**src/rtl/ppsp_pkg.sv**
```systemverilog
// Shared types and constants for the PPM stream parser.
// Holds the classified byte record, the result record, character, kind and error codes.
// No dependencies.
package ppsp_pkg;

  localparam int unsigned QUEUE_DEPTH = 2;
  localparam int unsigned QPTR_BITS   = $clog2(QUEUE_DEPTH);
  localparam int unsigned QCNT_BITS   = $clog2(QUEUE_DEPTH + 1);

  localparam logic [7:0] CH_P    = 8'h50;
  localparam logic [7:0] CH_3    = 8'h33;
  localparam logic [7:0] CH_6    = 8'h36;
  localparam logic [7:0] CH_HASH = 8'h23;
  localparam logic [7:0] CH_LF   = 8'h0A;
  localparam logic [7:0] CH_CR   = 8'h0D;
  localparam logic [7:0] CH_SP   = 8'h20;
  localparam logic [7:0] CH_TAB  = 8'h09;
  localparam logic [7:0] CH_0    = 8'h30;
  localparam logic [7:0] CH_9    = 8'h39;

  localparam int unsigned MAXVAL     = 255;
  localparam int unsigned COUNT_BITS = 34;
  localparam int unsigned PROD_BITS  = 32;

  localparam logic [1:0] KIND_PIXEL  = 2'd0;
  localparam logic [1:0] KIND_HEADER = 2'd1;
  localparam logic [1:0] KIND_ERROR  = 2'd2;

  localparam logic [2:0] ERR_NONE      = 3'd0;
  localparam logic [2:0] ERR_EARLY_END = 3'd1;
  localparam logic [2:0] ERR_BAD_CHAR  = 3'd2;
  localparam logic [2:0] ERR_NO_MAGIC  = 3'd3;
  localparam logic [2:0] ERR_MAXVAL    = 3'd4;
  localparam logic [2:0] ERR_TOO_BIG   = 3'd5;
  localparam logic [2:0] ERR_PIXEL     = 3'd6;

  // One input byte after classification.
  typedef struct packed {
    logic       end_mark;
    logic [7:0] raw;
    logic [3:0] digit;
    logic       is_digit;
    logic       is_ws;
    logic       is_eol;
    logic       is_hash;
    logic       is_p;
    logic       is_three;
    logic       is_six;
  } item_t;

  typedef struct packed {
    logic [1:0]  kind;
    logic [7:0]  component;
    logic [15:0] image_cols;
    logic [15:0] image_rows;
    logic [2:0]  error_code;
    logic        last;
  } result_t;

endpackage

```
**src/rtl/ppsp_front.sv**
```systemverilog
// Front end: takes file bytes from the input stream and classifies them.
// Pushes one classified record per transaction into the queue. Uses ppsp_pkg.
module ppsp_front import ppsp_pkg::*; (
  input  logic       s_tvalid,
  output logic       s_tready,
  input  logic [7:0] s_tdata,   // file_byte
  input  logic       s_tlast,   // end_mark
  input  logic       queue_full,
  output logic       push,
  output item_t      push_item
);

  assign s_tready = !queue_full;
  assign push     = s_tvalid && !queue_full;

  always_comb begin
    push_item          = '0;
    push_item.end_mark = s_tlast;
    push_item.raw      = s_tdata;
    push_item.digit    = s_tdata[3:0];
    push_item.is_digit = s_tdata inside {[CH_0:CH_9]};
    push_item.is_ws    = (s_tdata == CH_SP) || (s_tdata inside {[CH_TAB:CH_CR]});
    push_item.is_eol   = (s_tdata == CH_LF) || (s_tdata == CH_CR);
    push_item.is_hash  = (s_tdata == CH_HASH);
    push_item.is_p     = (s_tdata == CH_P);
    push_item.is_three = (s_tdata == CH_3);
    push_item.is_six   = (s_tdata == CH_6);
  end

endmodule

```
**src/rtl/ppsp_queue.sv**
```systemverilog
// Short queue of classified bytes between front end and parser.
// Simultaneous push and pop are allowed. Uses ppsp_pkg.
module ppsp_queue import ppsp_pkg::*; (
  input  logic  clk,
  input  logic  rst,
  input  logic  push,
  input  item_t push_item,
  output logic  full,
  output logic  not_empty,
  input  logic  pop,
  output item_t head
);

  item_t                store [QUEUE_DEPTH];
  logic [QPTR_BITS-1:0] wr_ptr;
  logic [QPTR_BITS-1:0] rd_ptr;
  logic [QCNT_BITS-1:0] count;

  // reads as full during reset so no transaction is taken then
  assign full      = rst || (count == QCNT_BITS'(QUEUE_DEPTH));
  assign not_empty = (count != '0);
  assign head      = store[rd_ptr];

  always_ff @(posedge clk) begin
    if (push) begin
      store[wr_ptr] <= push_item;
    end
  end

  always_ff @(posedge clk) begin
    if (rst) begin
      wr_ptr <= '0;
      rd_ptr <= '0;
      count  <= '0;
    end else begin
      if (push) begin
        wr_ptr <= (wr_ptr == QPTR_BITS'(QUEUE_DEPTH - 1)) ? '0 : wr_ptr + 1'b1;
      end
      if (pop) begin
        rd_ptr <= (rd_ptr == QPTR_BITS'(QUEUE_DEPTH - 1)) ? '0 : rd_ptr + 1'b1;
      end
      if (push && !pop) begin
        count <= count + 1'b1;
      end else if (pop && !push) begin
        count <= count - 1'b1;
      end
    end
  end

endmodule

```
**src/rtl/ppsp_back.sv**
```systemverilog
// Back end: PPM header and pixel parser working on classified bytes,
// with the registered result stage. Uses ppsp_pkg.
module ppsp_back import ppsp_pkg::*; #(
  parameter int unsigned DIM_BITS = 16
) (
  input  logic    clk,
  input  logic    rst,
  input  logic    item_valid,
  input  item_t   item,
  output logic    pop,
  output logic    res_valid,
  input  logic    res_ready,
  output result_t res
);

  typedef enum logic [5:0] {
    PH_MAGIC_P = 6'b000001,
    PH_MAGIC_D = 6'b000010,
    PH_HEADER  = 6'b000100,
    PH_RAW     = 6'b001000,
    PH_PLAIN   = 6'b010000,
    PH_DONE    = 6'b100000
  } phase_t;

  localparam int unsigned NUM_W = DIM_BITS + 4;
  localparam int unsigned EXT_W = DIM_BITS + 16;

  phase_t                phase, phase_next;
  logic                  raw_format, raw_format_next;
  logic [DIM_BITS-1:0]   number_value, number_value_next;
  logic                  digits_seen, digits_seen_next;
  logic                  in_comment, in_comment_next;
  logic [1:0]            fields_read, fields_read_next;
  logic [15:0]           cols_reg, cols_reg_next;
  logic [15:0]           rows_reg, rows_reg_next;
  logic [COUNT_BITS-1:0] components_left, components_left_next;
  logic [PROD_BITS-1:0]  prod;

  logic                  emit;
  result_t               emit_res;
  logic [NUM_W-1:0]      acc;
  logic                  acc_over;
  logic [EXT_W-1:0]      num_ext;
  logic                  num_is_max;
  logic                  num_over_byte;
  logic                  last_comp;

  function automatic result_t mk_fail(input logic [2:0] code);
    result_t r;
    r            = '0;
    r.kind       = KIND_ERROR;
    r.error_code = code;
    r.last       = 1'b1;
    return r;
  endfunction

  function automatic result_t mk_comp(input logic [7:0] v, input logic lst);
    result_t r;
    r           = '0;
    r.kind      = KIND_PIXEL;
    r.component = v;
    r.last      = lst;
    return r;
  endfunction

  function automatic result_t mk_hdr(input logic [15:0] c, input logic [15:0] w,
                                     input logic lst);
    result_t r;
    r            = '0;
    r.kind       = KIND_HEADER;
    r.image_cols = c;
    r.image_rows = w;
    r.last       = lst;
    return r;
  endfunction

  assign pop = item_valid && (!res_valid || res_ready);

  // x10 as shift-add; the value never exceeds the dimension limit once stored
  assign acc = ({4'b0, number_value} << 3) + ({4'b0, number_value} << 1)
             + NUM_W'(item.digit);
  assign acc_over      = (acc[NUM_W-1:DIM_BITS] != '0);
  assign num_ext       = {16'b0, number_value};
  assign num_is_max    = (num_ext == EXT_W'(MAXVAL));
  assign num_over_byte = (num_ext > EXT_W'(MAXVAL));
  assign last_comp     = (components_left == COUNT_BITS'(1));

  always_comb begin
    phase_next           = phase;
    raw_format_next      = raw_format;
    number_value_next    = number_value;
    digits_seen_next     = digits_seen;
    in_comment_next      = in_comment;
    fields_read_next     = fields_read;
    cols_reg_next        = cols_reg;
    rows_reg_next        = rows_reg;
    components_left_next = components_left;
    emit                 = 1'b0;
    emit_res             = '0;

    if (pop) begin
      if (item.end_mark) begin
        case (phase)
          PH_DONE: ;
          PH_HEADER: begin
            emit = 1'b1;
            if (!in_comment && digits_seen && fields_read == 2'd2) begin
              if (!num_is_max) begin
                emit_res = mk_fail(ERR_MAXVAL);
              end else if (cols_reg == '0 || rows_reg == '0) begin
                emit_res = mk_hdr(cols_reg, rows_reg, 1'b1);
              end else begin
                emit_res = mk_fail(ERR_EARLY_END);
              end
            end else begin
              emit_res = mk_fail(ERR_EARLY_END);
            end
          end
          PH_PLAIN: begin
            emit = 1'b1;
            if (digits_seen && last_comp) begin
              if (num_over_byte) begin
                emit_res = mk_fail(ERR_PIXEL);
              end else begin
                emit_res = mk_comp(number_value[7:0], 1'b1);
              end
            end else begin
              emit_res = mk_fail(ERR_EARLY_END);
            end
          end
          default: begin
            emit     = 1'b1;
            emit_res = mk_fail(ERR_EARLY_END);
          end
        endcase
        // rearm for the next file
        phase_next           = PH_MAGIC_P;
        raw_format_next      = 1'b0;
        number_value_next    = '0;
        digits_seen_next     = 1'b0;
        in_comment_next      = 1'b0;
        fields_read_next     = '0;
        cols_reg_next        = '0;
        rows_reg_next        = '0;
        components_left_next = '0;
      end else begin
        case (phase)
          PH_MAGIC_P: begin
            if (item.is_p) begin
              phase_next = PH_MAGIC_D;
            end else begin
              emit       = 1'b1;
              emit_res   = mk_fail(ERR_NO_MAGIC);
              phase_next = PH_DONE;
            end
          end
          PH_MAGIC_D: begin
            if (item.is_three || item.is_six) begin
              raw_format_next = item.is_six;
              phase_next      = PH_HEADER;
            end else begin
              emit       = 1'b1;
              emit_res   = mk_fail(ERR_NO_MAGIC);
              phase_next = PH_DONE;
            end
          end
          PH_HEADER: begin
            logic done_num;
            done_num = 1'b0;
            if (in_comment) begin
              if (item.is_eol) begin
                in_comment_next = 1'b0;
                done_num        = digits_seen;
              end
            end else if (item.is_hash) begin
              in_comment_next = 1'b1;
            end else if (item.is_digit) begin
              digits_seen_next  = 1'b1;
              number_value_next = acc[DIM_BITS-1:0];
              if (acc_over) begin
                emit       = 1'b1;
                emit_res   = mk_fail(ERR_TOO_BIG);
                phase_next = PH_DONE;
              end
            end else if (item.is_ws) begin
              done_num = digits_seen;
            end else begin
              emit       = 1'b1;
              emit_res   = mk_fail(ERR_BAD_CHAR);
              phase_next = PH_DONE;
            end

            if (done_num) begin
              number_value_next = '0;
              digits_seen_next  = 1'b0;
              if (fields_read == 2'd0) begin
                cols_reg_next    = num_ext[15:0];
                fields_read_next = 2'd1;
              end else if (fields_read == 2'd1) begin
                rows_reg_next    = num_ext[15:0];
                fields_read_next = 2'd2;
              end else begin
                emit = 1'b1;
                if (!num_is_max) begin
                  emit_res   = mk_fail(ERR_MAXVAL);
                  phase_next = PH_DONE;
                end else begin
                  // prod holds cols*rows since at least one byte ago
                  components_left_next = {1'b0, prod, 1'b0} + {2'b0, prod};
                  if (cols_reg == '0 || rows_reg == '0) begin
                    emit_res   = mk_hdr(cols_reg, rows_reg, 1'b1);
                    phase_next = PH_DONE;
                  end else begin
                    emit_res   = mk_hdr(cols_reg, rows_reg, 1'b0);
                    phase_next = raw_format ? PH_RAW : PH_PLAIN;
                  end
                end
              end
            end
          end
          PH_RAW: begin
            emit                 = 1'b1;
            emit_res             = mk_comp(item.raw, last_comp);
            components_left_next = components_left - 1'b1;
            if (last_comp) begin
              phase_next = PH_DONE;
            end
          end
          PH_PLAIN: begin
            if (item.is_digit) begin
              digits_seen_next  = 1'b1;
              number_value_next = acc[DIM_BITS-1:0];
              if (acc_over) begin
                emit       = 1'b1;
                emit_res   = mk_fail(ERR_PIXEL);
                phase_next = PH_DONE;
              end
            end else if (item.is_ws) begin
              if (digits_seen) begin
                number_value_next = '0;
                digits_seen_next  = 1'b0;
                emit              = 1'b1;
                if (num_over_byte) begin
                  emit_res   = mk_fail(ERR_PIXEL);
                  phase_next = PH_DONE;
                end else begin
                  emit_res             = mk_comp(number_value[7:0], last_comp);
                  components_left_next = components_left - 1'b1;
                  if (last_comp) begin
                    phase_next = PH_DONE;
                  end
                end
              end
            end else begin
              emit       = 1'b1;
              emit_res   = mk_fail(ERR_BAD_CHAR);
              phase_next = PH_DONE;
            end
          end
          default: ;
        endcase
      end
    end
  end

  always_ff @(posedge clk) begin
    prod <= PROD_BITS'(cols_reg) * PROD_BITS'(rows_reg);
    if (pop && emit) begin
      res <= emit_res;
    end
  end

  always_ff @(posedge clk) begin
    if (rst) begin
      phase           <= PH_MAGIC_P;
      raw_format      <= 1'b0;
      number_value    <= '0;
      digits_seen     <= 1'b0;
      in_comment      <= 1'b0;
      fields_read     <= '0;
      cols_reg        <= '0;
      rows_reg        <= '0;
      components_left <= '0;
      res_valid       <= 1'b0;
    end else begin
      phase           <= phase_next;
      raw_format      <= raw_format_next;
      number_value    <= number_value_next;
      digits_seen     <= digits_seen_next;
      in_comment      <= in_comment_next;
      fields_read     <= fields_read_next;
      cols_reg        <= cols_reg_next;
      rows_reg        <= rows_reg_next;
      components_left <= components_left_next;
      if (pop && emit) begin
        res_valid <= 1'b1;
      end else if (res_ready) begin
        res_valid <= 1'b0;
      end
    end
  end

endmodule

```
**src/rtl/ppm_stream_parser_unit.sv**
```systemverilog
// PPM (P3/P6) stream parser, top level.
// Front end classifier, a two-entry queue and the parser back end.
// Uses ppsp_pkg, ppsp_front, ppsp_queue, ppsp_back.
//
// Usage: feed the file one byte per input transaction on s_tdata. Assert
// s_tlast on an extra transaction after the last byte to end the file; its
// data is ignored and the parser rearms for the next file.
// Results come out on the m_ group: m_tuser is the kind (pixel component,
// header, error), m_tdata carries component, width, height and error code,
// m_tlast marks the final result of a file.
// Throughput: one byte per cycle, sustained, while the output is taken.
// A result is registered: the byte that causes it passes through the queue
// and then the result register.
// The parser works one byte per cycle unless a result waits untaken; pixel
// count comes from a registered width*height product, so the maxval can end
// no sooner than one byte after the height, which the file format guarantees.
// Reset: synchronous, clears the queue, the parser and the result valid flag.
// Stall: when m_tready is low the result is held; the queue fills and then
// s_tready drops until the result is taken.
module ppm_stream_parser_unit import ppsp_pkg::*; #(
  parameter int unsigned DIM_BITS = 16
) (
  input  logic        clk,
  input  logic        rst,
  input  logic        s_tvalid,
  output logic        s_tready,
  input  logic [7:0]  s_tdata,   // [7:0] file_byte
  input  logic        s_tlast,   // end_mark
  output logic        m_tvalid,
  input  logic        m_tready,
  output logic [47:0] m_tdata,   // [7:0] component, [23:8] image_cols,
                                 // [39:24] image_rows, [42:40] error_code, rest 0
  output logic [1:0]  m_tuser,   // [1:0] kind
  output logic        m_tlast    // last
);

  logic    queue_full;
  logic    push;
  item_t   push_item;
  logic    not_empty;
  logic    pop;
  item_t   head;
  result_t res;

  ppsp_front u_front (
    .s_tvalid   (s_tvalid),
    .s_tready   (s_tready),
    .s_tdata    (s_tdata),
    .s_tlast    (s_tlast),
    .queue_full (queue_full),
    .push       (push),
    .push_item  (push_item)
  );

  ppsp_queue u_queue (
    .clk       (clk),
    .rst       (rst),
    .push      (push),
    .push_item (push_item),
    .full      (queue_full),
    .not_empty (not_empty),
    .pop       (pop),
    .head      (head)
  );

  ppsp_back #(
    .DIM_BITS (DIM_BITS)
  ) u_back (
    .clk        (clk),
    .rst        (rst),
    .item_valid (not_empty),
    .item       (head),
    .pop        (pop),
    .res_valid  (m_tvalid),
    .res_ready  (m_tready),
    .res        (res)
  );

  assign m_tdata = {5'b0, res.error_code, res.image_rows, res.image_cols, res.component};
  assign m_tuser = res.kind;
  assign m_tlast = res.last;

endmodule

```
**config.mk**
```make
export PLATFORM = sky130hd
export DESIGN_NAME = ppm_stream_parser_unit
export DESIGN_NICKNAME = d
export VERILOG_FILES = /design/src/rtl/ppsp_pkg.sv /design/src/rtl/ppsp_front.sv /design/src/rtl/ppsp_queue.sv /design/src/rtl/ppsp_back.sv /design/src/rtl/ppm_stream_parser_unit.sv
export SDC_FILE = /design/constraint.sdc
export NUM_CORES = 1
export LEC_CHECK = 0
export BUFFER_PORTS_ARGS = -buffer_cell sky130_fd_sc_hd__buf_4
export CAP_MARGIN = 20
export CORE_UTILIZATION = 55
export DETAILED_ROUTE_END_ITERATION = 8
export PLACE_DENSITY = 0.74
export SKIP_CTS_REPAIR_TIMING = 1
export SLEW_MARGIN = 20
export SYNTH_ARGS = -nofsm -noshare
export SYNTH_HDL_FRONTEND = slang
export SYNTH_SLANG_ARGS = --single-unit
```
**constraint.sdc**
```tcl
create_clock -name clk -period 13.4 [get_ports clk]
set_clock_uncertainty 0.1 [all_clocks]
set_input_delay 1.34 -clock clk [delete_from_list [all_inputs] [get_ports clk]]
set_output_delay 1.34 -clock clk [all_outputs]
set_load 0.02 [all_outputs]
```
==> flow_summary.ini <==
[die]
dieArea_mm2 = 0.03757
coreArea_mm2 = 0.03591
die_y_um = 193.8
die-width_um = 193.8
ios = 66
initial_core_util_pct = 56.36
rows = 69

[timing]
period_needed_ns = 6.829
fin_crit_sh_pct = 50.96
worst_slack_ns = 6.571
setup_viol = 0
slew_headroom_pct = 23.10
hold_viol_final = 0
slew_viol_final = 0
max_slew.worst_pin.slew_ns = 1.124
finalSetupTns_ns = 0
max_freq_mhz = 146.4
rsz0062_at_grt = no

[worst_setup_path]
critPathCapture = u_back.prod[30]
ff2ff_path_depth = 21
worstSetupPathType = reg -> reg
r2r-end = u_back.prod[30]
rr_startpoint = u_back.rows_reg[9]
cp-start-kind = register
end_kind = register
cp.required_ns = 13.71
arrival_ns = 7.14
startpoint = u_back.rows_reg[9]
cp_max_fo = 19
r2r_slack_ns = 6.57

[layout]
layout_common_cells = 271 x inv_1, 221 x nand2_1, 197 x fa_1, 191 x nor2_1, 170 x ha_1
multi_input_area_mm2 = 0.01382
layout.nets = 2647
drive_gt1_share_pct = 6.346
diodes = 0
final_common_cell = inv_1
top_register = u_back.res
register_area_mm2 = 0.004965
n_fill_cell = 3101
layout_top_registers = u_back.res: 46 flops, u_back.components_left: 34 flops
area_delta_synth_final_pct = 7.096
largest_reg_flops = 46

[placed_design]
pre_cts_slack_ns = 6.618
port_buffers = 60
routabilityCongestion = 0.9429
dp.final_hpwl_um = 38490

[drt]
drcViolationCount = 0
viasPerCell = 5.991
wl_um = 51570
vias = 16452
first_iter_violations = 1446
detail-route-antenna-nets = 0
first_pass_iters = 5
drt-wirelength-per-cell_um = 18.78

[cts]
htree_num_levels = 1
clkTransAtPathRegs_ns = 0.06
cts_buffers = 24
clock_latency_ns = 0.54
clockBufferDepth = 3
cts-root-buf = clkbuf_16
cts.sinks = 209
cts_tree = yes

[power]
p_clk_share_pct = 33.8
p_comb_share_pct = 24.6
p_per_area_mw_per_mm2 = 88.84
switching_share_pct = 33.04
leakagePower_nw = 9.831
irDropWorstVdd_uv = 129.1
internal-power_mw = 1.290
switchingPower_uw = 636.2
pwr-share-seq_pct = 41.6

[synthesis]
synth.distinct_cells = 83
syn_area_mm2 = 0.02024
ys_top_cells_by_area = fa_1 19%, dfxtp_1 13%, edfxtp_1 12%
synth-edff-count = 78
synth-main-ff-cell = dfxtp_1
ys_ff_latch = 209
synth_top_area_share_pct = 19.48
avgSynthCellArea_um2 = 8.866
yosys_warnings = 0
synth_cells = 2283
yosysTopAreaCell = fa_1
yosysSeqAreaShare_pct = 24.53
async_reset_ff_share_pct = 0

[global_routing]
grt_pass1_wl_um = 85410
overflow = 0
grt_pass1_vias = 16468
grt_max_degree = 57
antenna_found_initial = 0
grt_use_total_pct = 27.90

[hold_path]
hold_path_class = reg -> reg

[flow_run]
drv_cap = 0

[status]
status = finished, final reports clean
power groups by stage:
stage	clock network [mW]	registers, mW	logic [mW]
global placement	0	0.810	0.467
CTS	0.661	0.800	0.473
global route	0.683	0.808	0.508
detailed placement	0	0.810	0.472
floorplan	0	0.858	0.248
finish	0.651	0.800	0.474
cells in the mapped netlist, types with 5 or more instances:
cell / count
a2111oi_0: 6
a211oi_1: 16
a21boi_0: 5
a21o_1: 23
a21oi_1: 108
a22oi_1: 59
a31oi_1: 16
and2_1: 157
and3_1: 22
and4_1: 7
buf_1: 6
buf_2: 8
buf_4: 6
clkbuf_1: 95
dfxtp_1: 131
edfxtp_1: 78
fa_1: 197
ha_1: 170
inv_1: 271
mux2_2: 12
mux2i_1: 12
nand2_1: 221
nand2b_1: 17
nand3_1: 39
nand3b_1: 6
nand4_1: 13
nor2_1: 192
nor2b_1: 6
nor3_1: 41
nor3b_1: 5
nor4_1: 22
o211ai_1: 16
o21a_1: 16
o21ai_0: 72
o21ai_1: 9
o21bai_1: 8
o221ai_1: 5
o31ai_1: 9
or2_2: 6
or3_1: 18
or4_1: 10
xnor2_1: 43
xor2_1: 30
worst min path at each step:
stage	from	end	slack, ns	depth (start not counted)
after floorplan	u_back.components_left[18]	u_back.components_left[18]	0.35	2
after global placement	u_back.components_left[18]	u_back.components_left[18]	0.37	2
final	u_back.components_left[28]	u_back.components_left[28]	0.40	2
after detailed placement	u_queue.rd_ptr	register	0.40	2
after global routing	u_back.components_left[24]	u_back.components_left[24]	0.44	2
after CTS	u_back.components_left[24]	u_back.components_left[24]	0.41	2
critical path: stages, from the launching register on:
cell and delay [ns]:
dfxtp_1 0.83, nand2_1 0.18, fa_1 0.57, inv_1 0.05, fa_1 0.49, inv_1 0.05, fa_1 0.48, inv_1 0.06
fa_1 0.51, fa_1 0.56, inv_1 0.06, fa_1 0.52, inv_1 0.04, ha_1 0.35, nand2_1 0.16, a211oi_1 0.08
a211oi_1 0.45, or2_2 0.22, a21oi_1 0.10, o41ai_1 0.49, mux2i_1 0.24, o2111ai_1 0.12
kinds of logic after synthesis:
| group | count (synthesis) | synth area share, % |
|---|---|---|
| adders and majority gates | 367 | 29.99 |
| muxes | 24 | 1.261 |
| buffers and inverters | 387 | 7.374 |
| AOI/OAI and AO/OA | 426 | 14.04 |
| DFF | 209 | 24.53 |
| xor gates and xnor gates | 73 | 3.159 |
| other | 1 | 0.01853 |
| and+or+nand+nor | 796 | 19.63 |
through the flow:
| step | utilization [%] | total power, mW | hold WS (ns) | cells | cell area [um2] |
|---|---|---|---|---|---|
| after floorplan | - | 1.105 | 0.3463 | 2287 | 20260 |
| after global placement | 58.21 | 1.277 | 0.3715 | 2702 | 20910 |
| after detailed placement | 58.21 | 1.282 | 0.3961 | 2702 | 20910 |
| after CTS | 60.36 | 1.934 | 0.4090 | 2746 | 21680 |
| after global routing | 60.36 | 1.999 | 0.4355 | 2746 | 21680 |
| final | 60.36 | 1.926 | 0.3985 | 2746 | 21680 |
cell type report:
cell class / instances / area share (%)
timing repair buffer: 70 / 2.424
inverter: 271 / 4.692
clock buffer: 31 / 2.990
clock inverter: 13 / 0.5656
multi-input combinational: 1691 / 63.77
tap: 461 / 2.661
sequential: 209 / 22.90
per-layer routing:
metal | track usage, % | vias to the layer above | wire, um
li1 | - | 7688 | -
met1 | 39.08 | 8056 | 23120
met2 | 45.43 | 630 | 23620
met3 | 4.331 | 78 | 3815
met4 | 6.584 | 0 | 1013
met5 | 0 | - | 0
(Power assumes the default switching activity.)
